## src/rtl/modular_exponentiation_unit_assert.svh

```systemverilog
// Assertion macros for the module that checks its own logic.
// Every check is sampled on the rising edge of clk and is off while rst is high.
`ifndef MODULAR_EXPONENTIATION_UNIT_ASSERT_SVH
`define MODULAR_EXPONENTIATION_UNIT_ASSERT_SVH

// The consequent must hold in the same cycle as the antecedent.
`define MEXP_ASSERT_NOW(label, ante, cons, msg) \
  label: assert property (@(posedge clk) disable iff (rst) (ante) |-> (cons)) \
    else $error(msg);

// The consequent must hold in the cycle after the antecedent.
`define MEXP_ASSERT_NEXT(label, ante, cons, msg) \
  label: assert property (@(posedge clk) disable iff (rst) (ante) |=> (cons)) \
    else $error(msg);

`endif

```

## src/rtl/mexp_pkg.sv

```systemverilog
package mexp_pkg;

  localparam int OPERAND_WIDTH = 32;
  localparam int CNT_W = $clog2(OPERAND_WIDTH);

  typedef logic [OPERAND_WIDTH-1:0] operand_t;

  // Operand selection for the shared modular multiplier.
  typedef enum logic [1:0] {
    OP_REDUCE = 2'd0,
    OP_ACC    = 2'd1,
    OP_SQ     = 2'd2
  } mul_op_t;

  typedef struct packed {
    logic    load;
    logic    clear_acc;
    logic    mul_start;
    mul_op_t mul_op;
    logic    wr_sq;
    logic    wr_acc;
    logic    shift_exp;
    logic    load_out;
  } dp_cmd_t;

  typedef struct packed {
    logic mul_done;
    logic mul_busy;
    logic exp_bit;
    logic last_bit;
    logic exp_zero;
    logic mod_zero;
  } dp_status_t;

endpackage

```

## src/rtl/mexp_mulmod.sv

```systemverilog
// Bit-serial interleaved modular multiplier: one multiplier bit per cycle, MSB first.
module mexp_mulmod import mexp_pkg::*; (
  input  logic     clk,
  input  logic     rst,
  input  logic     start,
  input  operand_t mplier,
  input  operand_t mcand,
  input  operand_t modulus,
  output logic     busy,
  output logic     done,
  output operand_t product
);

  logic [CNT_W-1:0]         cnt;
  operand_t                 a_sh;
  operand_t                 x_q;
  operand_t                 r;
  operand_t                 r_next;
  operand_t                 addend;
  logic [OPERAND_WIDTH+1:0] t;
  logic [OPERAND_WIDTH+1:0] m1;
  logic [OPERAND_WIDTH+1:0] m2;
  logic [OPERAND_WIDTH+1:0] d1;
  logic [OPERAND_WIDTH+1:0] d2;

  // The partial result stays below the modulus, so 2r + x is below three times
  // the modulus and one of three candidates is the reduced value.
  always_comb begin
    addend = a_sh[OPERAND_WIDTH-1] ? x_q : '0;
    t      = {1'b0, r, 1'b0} + {2'b00, addend};
    m1     = {2'b00, modulus};
    m2     = {1'b0, modulus, 1'b0};
    d1     = t - m1;
    d2     = t - m2;
    if (t >= m2) begin
      r_next = d2[OPERAND_WIDTH-1:0];
    end else if (t >= m1) begin
      r_next = d1[OPERAND_WIDTH-1:0];
    end else begin
      r_next = t[OPERAND_WIDTH-1:0];
    end
  end

  always_ff @(posedge clk) begin
    if (rst) begin
      busy <= 1'b0;
      done <= 1'b0;
      cnt  <= '0;
    end else begin
      done <= 1'b0;
      if (start) begin
        busy <= 1'b1;
        cnt  <= '0;
      end else if (busy) begin
        cnt <= cnt + 1'b1;
        if (cnt == CNT_W'(OPERAND_WIDTH - 1)) begin
          busy <= 1'b0;
          done <= 1'b1;
        end
      end
    end
  end

  always_ff @(posedge clk) begin
    if (start) begin
      a_sh <= mplier;
      x_q  <= mcand;
      r    <= '0;
    end else if (busy) begin
      a_sh <= a_sh << 1;
      r    <= r_next;
    end
  end

  assign product = r;

endmodule

```

## src/rtl/mexp_datapath.sv

```systemverilog
// Operand registers, exponent shifter, output register and the shared multiplier.
module mexp_datapath import mexp_pkg::*; (
  input  logic       clk,
  input  logic       rst,
  input  operand_t   base,
  input  operand_t   exponent,
  input  operand_t   modulus,
  input  dp_cmd_t    cmd,
  output dp_status_t status,
  output operand_t   result
);

  operand_t         b_op;
  operand_t         e_sh;
  operand_t         m_op;
  operand_t         acc;
  operand_t         sq;
  operand_t         mplier;
  operand_t         mcand;
  operand_t         product;
  logic [CNT_W-1:0] bit_cnt;
  logic             exp_zero;
  logic             mul_busy;
  logic             mul_done;

  // Reducing the base is a multiplication by one, which is zero for a modulus of one.
  always_comb begin
    case (cmd.mul_op)
      OP_REDUCE: begin
        mplier = b_op;
        mcand  = (m_op == OPERAND_WIDTH'(1)) ? '0 : OPERAND_WIDTH'(1);
      end
      OP_ACC: begin
        mplier = acc;
        mcand  = sq;
      end
      OP_SQ: begin
        mplier = sq;
        mcand  = sq;
      end
      default: begin
        mplier = '0;
        mcand  = '0;
      end
    endcase
  end

  mexp_mulmod u_mulmod (
    .clk     (clk),
    .rst     (rst),
    .start   (cmd.mul_start),
    .mplier  (mplier),
    .mcand   (mcand),
    .modulus (m_op),
    .busy    (mul_busy),
    .done    (mul_done),
    .product (product)
  );

  always_ff @(posedge clk) begin
    if (rst) begin
      bit_cnt <= '0;
    end else if (cmd.load) begin
      bit_cnt <= '0;
    end else if (cmd.shift_exp) begin
      bit_cnt <= bit_cnt + 1'b1;
    end
  end

  always_ff @(posedge clk) begin
    if (cmd.load) begin
      b_op     <= base;
      e_sh     <= exponent;
      m_op     <= modulus;
      exp_zero <= (exponent == '0);
    end else if (cmd.shift_exp) begin
      e_sh <= e_sh >> 1;
    end
    if (cmd.load) begin
      acc <= OPERAND_WIDTH'(1);
    end else if (cmd.clear_acc) begin
      acc <= '0;
    end else if (cmd.wr_acc) begin
      acc <= product;
    end
    if (cmd.wr_sq) begin
      sq <= product;
    end
    if (cmd.load_out) begin
      result <= acc;
    end
  end

  always_comb begin
    status.mul_done = mul_done;
    status.mul_busy = mul_busy;
    status.exp_bit  = e_sh[0];
    status.last_bit = (bit_cnt == CNT_W'(OPERAND_WIDTH - 1));
    status.exp_zero = exp_zero;
    status.mod_zero = (m_op == '0);
  end

endmodule

```

## src/rtl/mexp_ctrl.sv

```systemverilog
// Sequencer for the square-and-multiply schedule and the output handshake.
module mexp_ctrl import mexp_pkg::*; (
  input  logic       clk,
  input  logic       rst,
  input  logic       in_valid,
  input  logic       out_stall,
  input  dp_status_t status,
  output logic       in_stall,
  output logic       out_valid,
  output dp_cmd_t    cmd
);

  typedef enum logic [6:0] {
    S_IDLE   = 7'b0000001,
    S_CHECK  = 7'b0000010,
    S_REDUCE = 7'b0000100,
    S_BIT    = 7'b0001000,
    S_MULACC = 7'b0010000,
    S_SQUARE = 7'b0100000,
    S_FINISH = 7'b1000000
  } state_t;

  state_t state;
  state_t state_next;

  always_comb begin
    cmd        = '0;
    state_next = state;
    case (state)
      S_IDLE: begin
        if (in_valid) begin
          cmd.load   = 1'b1;
          state_next = S_CHECK;
        end
      end
      S_CHECK: begin
        if (status.exp_zero) begin
          state_next = S_FINISH;
        end else if (status.mod_zero) begin
          cmd.clear_acc = 1'b1;
          state_next    = S_FINISH;
        end else begin
          cmd.mul_start = 1'b1;
          cmd.mul_op    = OP_REDUCE;
          state_next    = S_REDUCE;
        end
      end
      S_REDUCE: begin
        if (status.mul_done) begin
          cmd.wr_sq  = 1'b1;
          state_next = S_BIT;
        end
      end
      S_BIT: begin
        if (status.exp_bit) begin
          cmd.mul_start = 1'b1;
          cmd.mul_op    = OP_ACC;
          state_next    = S_MULACC;
        end else if (status.last_bit) begin
          state_next = S_FINISH;
        end else begin
          cmd.mul_start = 1'b1;
          cmd.mul_op    = OP_SQ;
          state_next    = S_SQUARE;
        end
      end
      S_MULACC: begin
        if (status.mul_done) begin
          cmd.wr_acc = 1'b1;
          if (status.last_bit) begin
            state_next = S_FINISH;
          end else begin
            cmd.mul_start = 1'b1;
            cmd.mul_op    = OP_SQ;
            state_next    = S_SQUARE;
          end
        end
      end
      S_SQUARE: begin
        if (status.mul_done) begin
          cmd.wr_sq     = 1'b1;
          cmd.shift_exp = 1'b1;
          state_next    = S_BIT;
        end
      end
      S_FINISH: begin
        if (!out_valid || !out_stall) begin
          cmd.load_out = 1'b1;
          state_next   = S_IDLE;
        end
      end
      default: begin
        state_next = S_IDLE;
      end
    endcase
  end

  always_ff @(posedge clk) begin
    if (rst) begin
      state     <= S_IDLE;
      out_valid <= 1'b0;
    end else begin
      state <= state_next;
      if (cmd.load_out) begin
        out_valid <= 1'b1;
      end else if (!out_stall) begin
        out_valid <= 1'b0;
      end
    end
  end

  assign in_stall = (state != S_IDLE);

endmodule

```

## src/rtl/modular_exponentiation_unit.sv

```systemverilog
// Modular exponentiation unit. Each input word carries a base, an exponent and a
// modulus; the unit returns one result word holding base to the power exponent,
// reduced by the modulus, computed by right-to-left binary square-and-multiply.
// An exponent of zero always returns 1 (also for a modulus of one), and a modulus
// of zero with a nonzero exponent returns 0. The unit works on one word at a time
// and all arithmetic runs through a single bit-serial modular multiplier, so that
// multiplier sets the rate: a word with a nonzero exponent and nonzero modulus
// occupies the unit for longer the more one bits its exponent holds, while a zero
// exponent or zero modulus finishes without any multiplication. The finished
// result sits in an output register, so the next input word is taken while the
// previous result still waits on a stalled output.
module modular_exponentiation_unit import mexp_pkg::*; (
  input  logic     clk,
  input  logic     rst,
  input  logic     in_valid,
  output logic     in_stall,
  input  operand_t base,
  input  operand_t exponent,
  input  operand_t modulus,
  output logic     out_valid,
  input  logic     out_stall,
  output operand_t result
);

  dp_cmd_t    cmd;
  dp_status_t status;

  // The controller decides the schedule of multiplications from the status bits
  // of the datapath; the datapath holds every operand and the result register.
  mexp_ctrl u_ctrl (
    .clk       (clk),
    .rst       (rst),
    .in_valid  (in_valid),
    .out_stall (out_stall),
    .status    (status),
    .in_stall  (in_stall),
    .out_valid (out_valid),
    .cmd       (cmd)
  );

  mexp_datapath u_datapath (
    .clk      (clk),
    .rst      (rst),
    .base     (base),
    .exponent (exponent),
    .modulus  (modulus),
    .cmd      (cmd),
    .status   (status),
    .result   (result)
  );

`include "modular_exponentiation_unit_assert.svh"

  // A new product must never be started while the multiplier is still iterating.
  `MEXP_ASSERT_NOW(a_no_overlap, cmd.mul_start, !status.mul_busy,
                   "multiplier restarted while busy")

  // The output register is only overwritten once its previous word has left.
  `MEXP_ASSERT_NOW(a_no_overwrite, cmd.load_out, !(out_valid && out_stall),
                   "result overwritten")

  // A zero exponent gives exactly one.
  `MEXP_ASSERT_NEXT(a_exp_zero, cmd.load_out && status.exp_zero,
                    result == OPERAND_WIDTH'(1), "zero exponent result is not one")

  // A zero modulus with a nonzero exponent gives zero.
  `MEXP_ASSERT_NEXT(a_mod_zero, cmd.load_out && status.mod_zero && !status.exp_zero,
                    result == '0, "zero modulus result is not zero")

endmodule
```

## config.mk

```make
export PLATFORM = sky130hd
export DESIGN_NAME = modular_exponentiation_unit
export DESIGN_NICKNAME = d
export VERILOG_FILES = /design/src/rtl/mexp_pkg.sv /design/src/rtl/mexp_mulmod.sv /design/src/rtl/mexp_datapath.sv /design/src/rtl/mexp_ctrl.sv /design/src/rtl/modular_exponentiation_unit.sv
export VERILOG_INCLUDE_DIRS = /design/src /design/src/rtl
export SDC_FILE = /design/constraint.sdc
export NUM_CORES = 1
export LEC_CHECK = 0
export ABC_AREA = 1
export BUFFER_PORTS_ARGS = -buffer_cell sky130_fd_sc_hd__buf_2
export CAP_MARGIN = 25
export CORE_MARGIN = 5
export CORE_UTILIZATION = 38
export DETAILED_ROUTE_END_ITERATION = 16
export HOLD_SLACK_MARGIN = 0.03
export PLACE_DENSITY = 0.58
export SLEW_MARGIN = 20
export SYNTH_ARGS = -nofsm -noshare
export SYNTH_HDL_FRONTEND = slang
export SYNTH_SLANG_ARGS = --single-unit
```

## constraint.sdc

```tcl
create_clock -name clk -period 4.1 [get_ports clk]
set_clock_uncertainty 0.2 [all_clocks]
set_input_delay 0.82 -clock clk [delete_from_list [all_inputs] [get_ports clk]]
set_output_delay 0.82 -clock clk [all_outputs]
set_load 0.05 [all_outputs]
```

==> results.sh <==
export IMPL_coreArea_sq_um=48800
export IMPL_seq_area_frac_synth=0.450
export IMPL_fin_util=0.568
export IMPL_synth_area_leaders="edfxtp_1 36%, nand2_1 14%, dfxtp_1 9.0%, ha_1 6.9%, inv_1 6.3%"
export IMPL_cts_path_max_buffers=3
export IMPL_synthSimpleGateAreaFrac=0.240
export IMPL_synth_largest_area_cell="edfxtp_1"
export IMPL_ff_latch_area_sq_um=8440
export IMPL_clk_latency_ns=0.55
export IMPL_placementRows=81
export IMPL_drive_gt1_frac=0.368
export IMPL_synthFlopType="edfxtp_1"
export IMPL_synthToLayoutAreaGrowth_pct=48.0
export IMPL_synthArstFlopShare=0
export IMPL_syn_avg_cell_area_sq_um=7.90
export IMPL_finalHoldViolCount=0
export IMPL_antenna_left=0
export IMPL_grt_pass1_vias=18452
export IMPL_fmaxAchievable_ghz=0.224
export IMPL_hold_ws_ns=0.243
export IMPL_synth_top_family_by_area="simple AND/OR/NAND/NOR gates"
export IMPL_htreeDepth=2
export IMPL_cts_buffers=38
export IMPL_track_usage=0.248
export IMPL_synth_xor_area_frac=0.0322
export IMPL_finalWeightedCongestion=0.935
export IMPL_synth_area_sq_um=18800
export IMPL_die_w_um=232
export IMPL_die_y_um=232
export IMPL_syn_instance_count=2374
export IMPL_path_clk_slew_ns=0.06
export IMPL_hpwl_mm=52.4
export IMPL_setup_ws_ns=-0.359
export IMPL_numPlacedInstances=3541
export IMPL_initial_utilization=0.384
export IMPL_finalSetupViolCount=32
export IMPL_arrival_ns=4.73
export IMPL_wl_mm=69.4
export IMPL_fin_crit_ns=4.46
export IMPL_cts_root_buf="clkbuf_16"
export IMPL_vias=18637
export IMPL_rsz0062_at_grt="true"
export IMPL_port_buffers=133
export IMPL_antennaDiodeCount=0
export IMPL_yosysTopAreaCellShare=0.360
export IMPL_grt_max_degree=50
export IMPL_slew_headroom=0.466
export IMPL_multiInputGateArea_sq_um=11000
export IMPL_drtIter0Drc=1445
export IMPL_routedWlPerCell_um=18.8
export IMPL_ys_ff_latch=309
export IMPL_crit_top_cell="nand2_2"
export IMPL_synth_most_common_cell="nand2_1"
export IMPL_cts_sinks=309
export IMPL_cap_violations=0
export IMPL_synthDistinctLibCells=49
export IMPL_drv_slew=0
export IMPL_drc=0
export IMPL_worst_setup_path_type="flip-flop to flip-flop"
export IMPL_grt_ovfl_total=0
export IMPL_tightest_slew_ns=0.793
export IMPL_antenna_found_initial=0
export IMPL_crit_required_ns=4.37
export IMPL_synth_edf_count=225
export IMPL_fp_dieArea_sq_um=53900
export IMPL_synth_commonest_cells="677 x nand2_1, 314 x inv_1, 230 x a21oi_1"
export IMPL_nets=3202
export IMPL_layout_cells_non_filler=3690
export IMPL_cp_end_kind="flip-flop"
export IMPL_via_per_inst=5.05
export IMPL_synthesis_nets=2580
export IMPL_min_path_type="input port to flip-flop"
export IMPL_yosysWarnings=0
export IMPL_dr_pass1_iters=6
export IMPL_critPathMaxStageDelay_ns=0.35
export IMPL_finalCritPeriodShare=1.09
export IMPL_pre_cts_ws_ns=-0.711
export IMPL_synthMuxAreaShare=0
export IMPL_status="finished with violations"
export IMPL_slowest_stage="edfxtp_1"
export IMPL_synth_compound_area_share=0.127
export IMPL_fillers=4477
export IMPL_cts_tree="built"
export IMPL_grt_pass1_wl_mm=104
export IMPL_synth_adder_area_share=0.0719
export IMPL_cp_start_kind="flip-flop"
export IMPL_critPathMaxFanout=8
export IMPL_failed_checks="negative setup slack"
export IMPL_ios=134
layout by cell type (no fill, tap or decap), drive strengths merged, types with 31 or more instances in the layout:
master | netlist | layout
a22o | 31 | 31
a21oi | 230 | 230
buf | 14 | 641
edfxtp | 225 | 225
o21ai | 117 | 117
nand3 | 117 | 117
dfxtp | 84 | 84
ha | 103 | 103
inv | 316 | 319
nor2 | 189 | 189
xor2 | 49 | 49
clkbuf | 49 | 58
nand2 | 682 | 683
routing by layer:
metal / wire length (um) / track usage / vias up
li1: - / - / 9152
met1: 31200 / 0.340 / 8853
met2: 32700 / 0.415 / 515
met3: 3510 / 0.0306 / 117
met4: 2090 / 0.0731 / 0
met5: 0 / 0 / -
worst paths after layout:
check / cells past startpoint / from / slack (ns) / to
setup / recovery: 34 / u_datapath.u_mulmod.a_sh[31] / -0.36 / u_datapath.u_mulmod.product[27]
hold / removal: 1 / base[31] / 0.24 / u_datapath.b_op[31]
setup reg to reg: 34 / u_datapath.u_mulmod.a_sh[31] / -0.36 / u_datapath.u_mulmod.product[27]
hold reg to reg: 0 / u_datapath.acc[8] / 0.26 / u_datapath.result[8]
metrics by stage:
step	setup TNS (ns)	instance area, sq um
after detailed placement	-20.51	23300
after global placement	-18.58	23300
after floorplan	0	18800
after CTS	-5.29	27000
final	-9.80	27800
after global routing	-16.47	27800
sequential cells by signal, indices dropped and copies added, names as in the netlist, 5 cells and up:
register and cells:
u_datapath.result 32, u_datapath.m_op 32, u_datapath.u_mulmod.x_q 32, u_datapath.bit_cnt 5
u_ctrl.state 7, u_datapath.b_op 32, u_datapath.sq 32, u_datapath.u_mulmod.product 32
u_datapath.e_sh 32, u_datapath.u_mulmod.cnt 5, u_datapath.u_mulmod.a_sh 32, u_datapath.acc 32
what timing repair did:
item / in CTS / in global routing
resized for setup: 374 / 154
pin swaps: 91 / 103
setup buffers: 56 / 13
hold buffers: 0 / 0
cloned: 12 / 3
endpoints found under the setup margin: 32 / 32
critical path, delay by kind of cell, from the launching register on:
family          cells  cell delay [ns]
simple gates       19             1.86
buf+inv             9             0.87
fa+ha+maj           3             0.73
flops               1             0.35
compound gates      3             0.35
cell type report:
class | instances | area share
clock buffer | 55 | 0.0391
clock inverter | 15 | 0.00676
inverter | 317 | 0.0439
timing repair buffer | 644 | 0.180
tap | 664 | 0.0299
multi-input combinational | 1686 | 0.397
sequential | 309 | 0.304
cell families after synthesis:
kind of cell,count (synthesis)
AOI/OAI and AO/OA,426
DFF,309
buffers and inverters,380
xor gates and xnor gates,69
adders and majority gates,106
and+or+nand+nor,1084
Power is left out: the tool's default activity adds up to more than one toggle a clock period on the data nets, which glitch-free logic cannot reach.
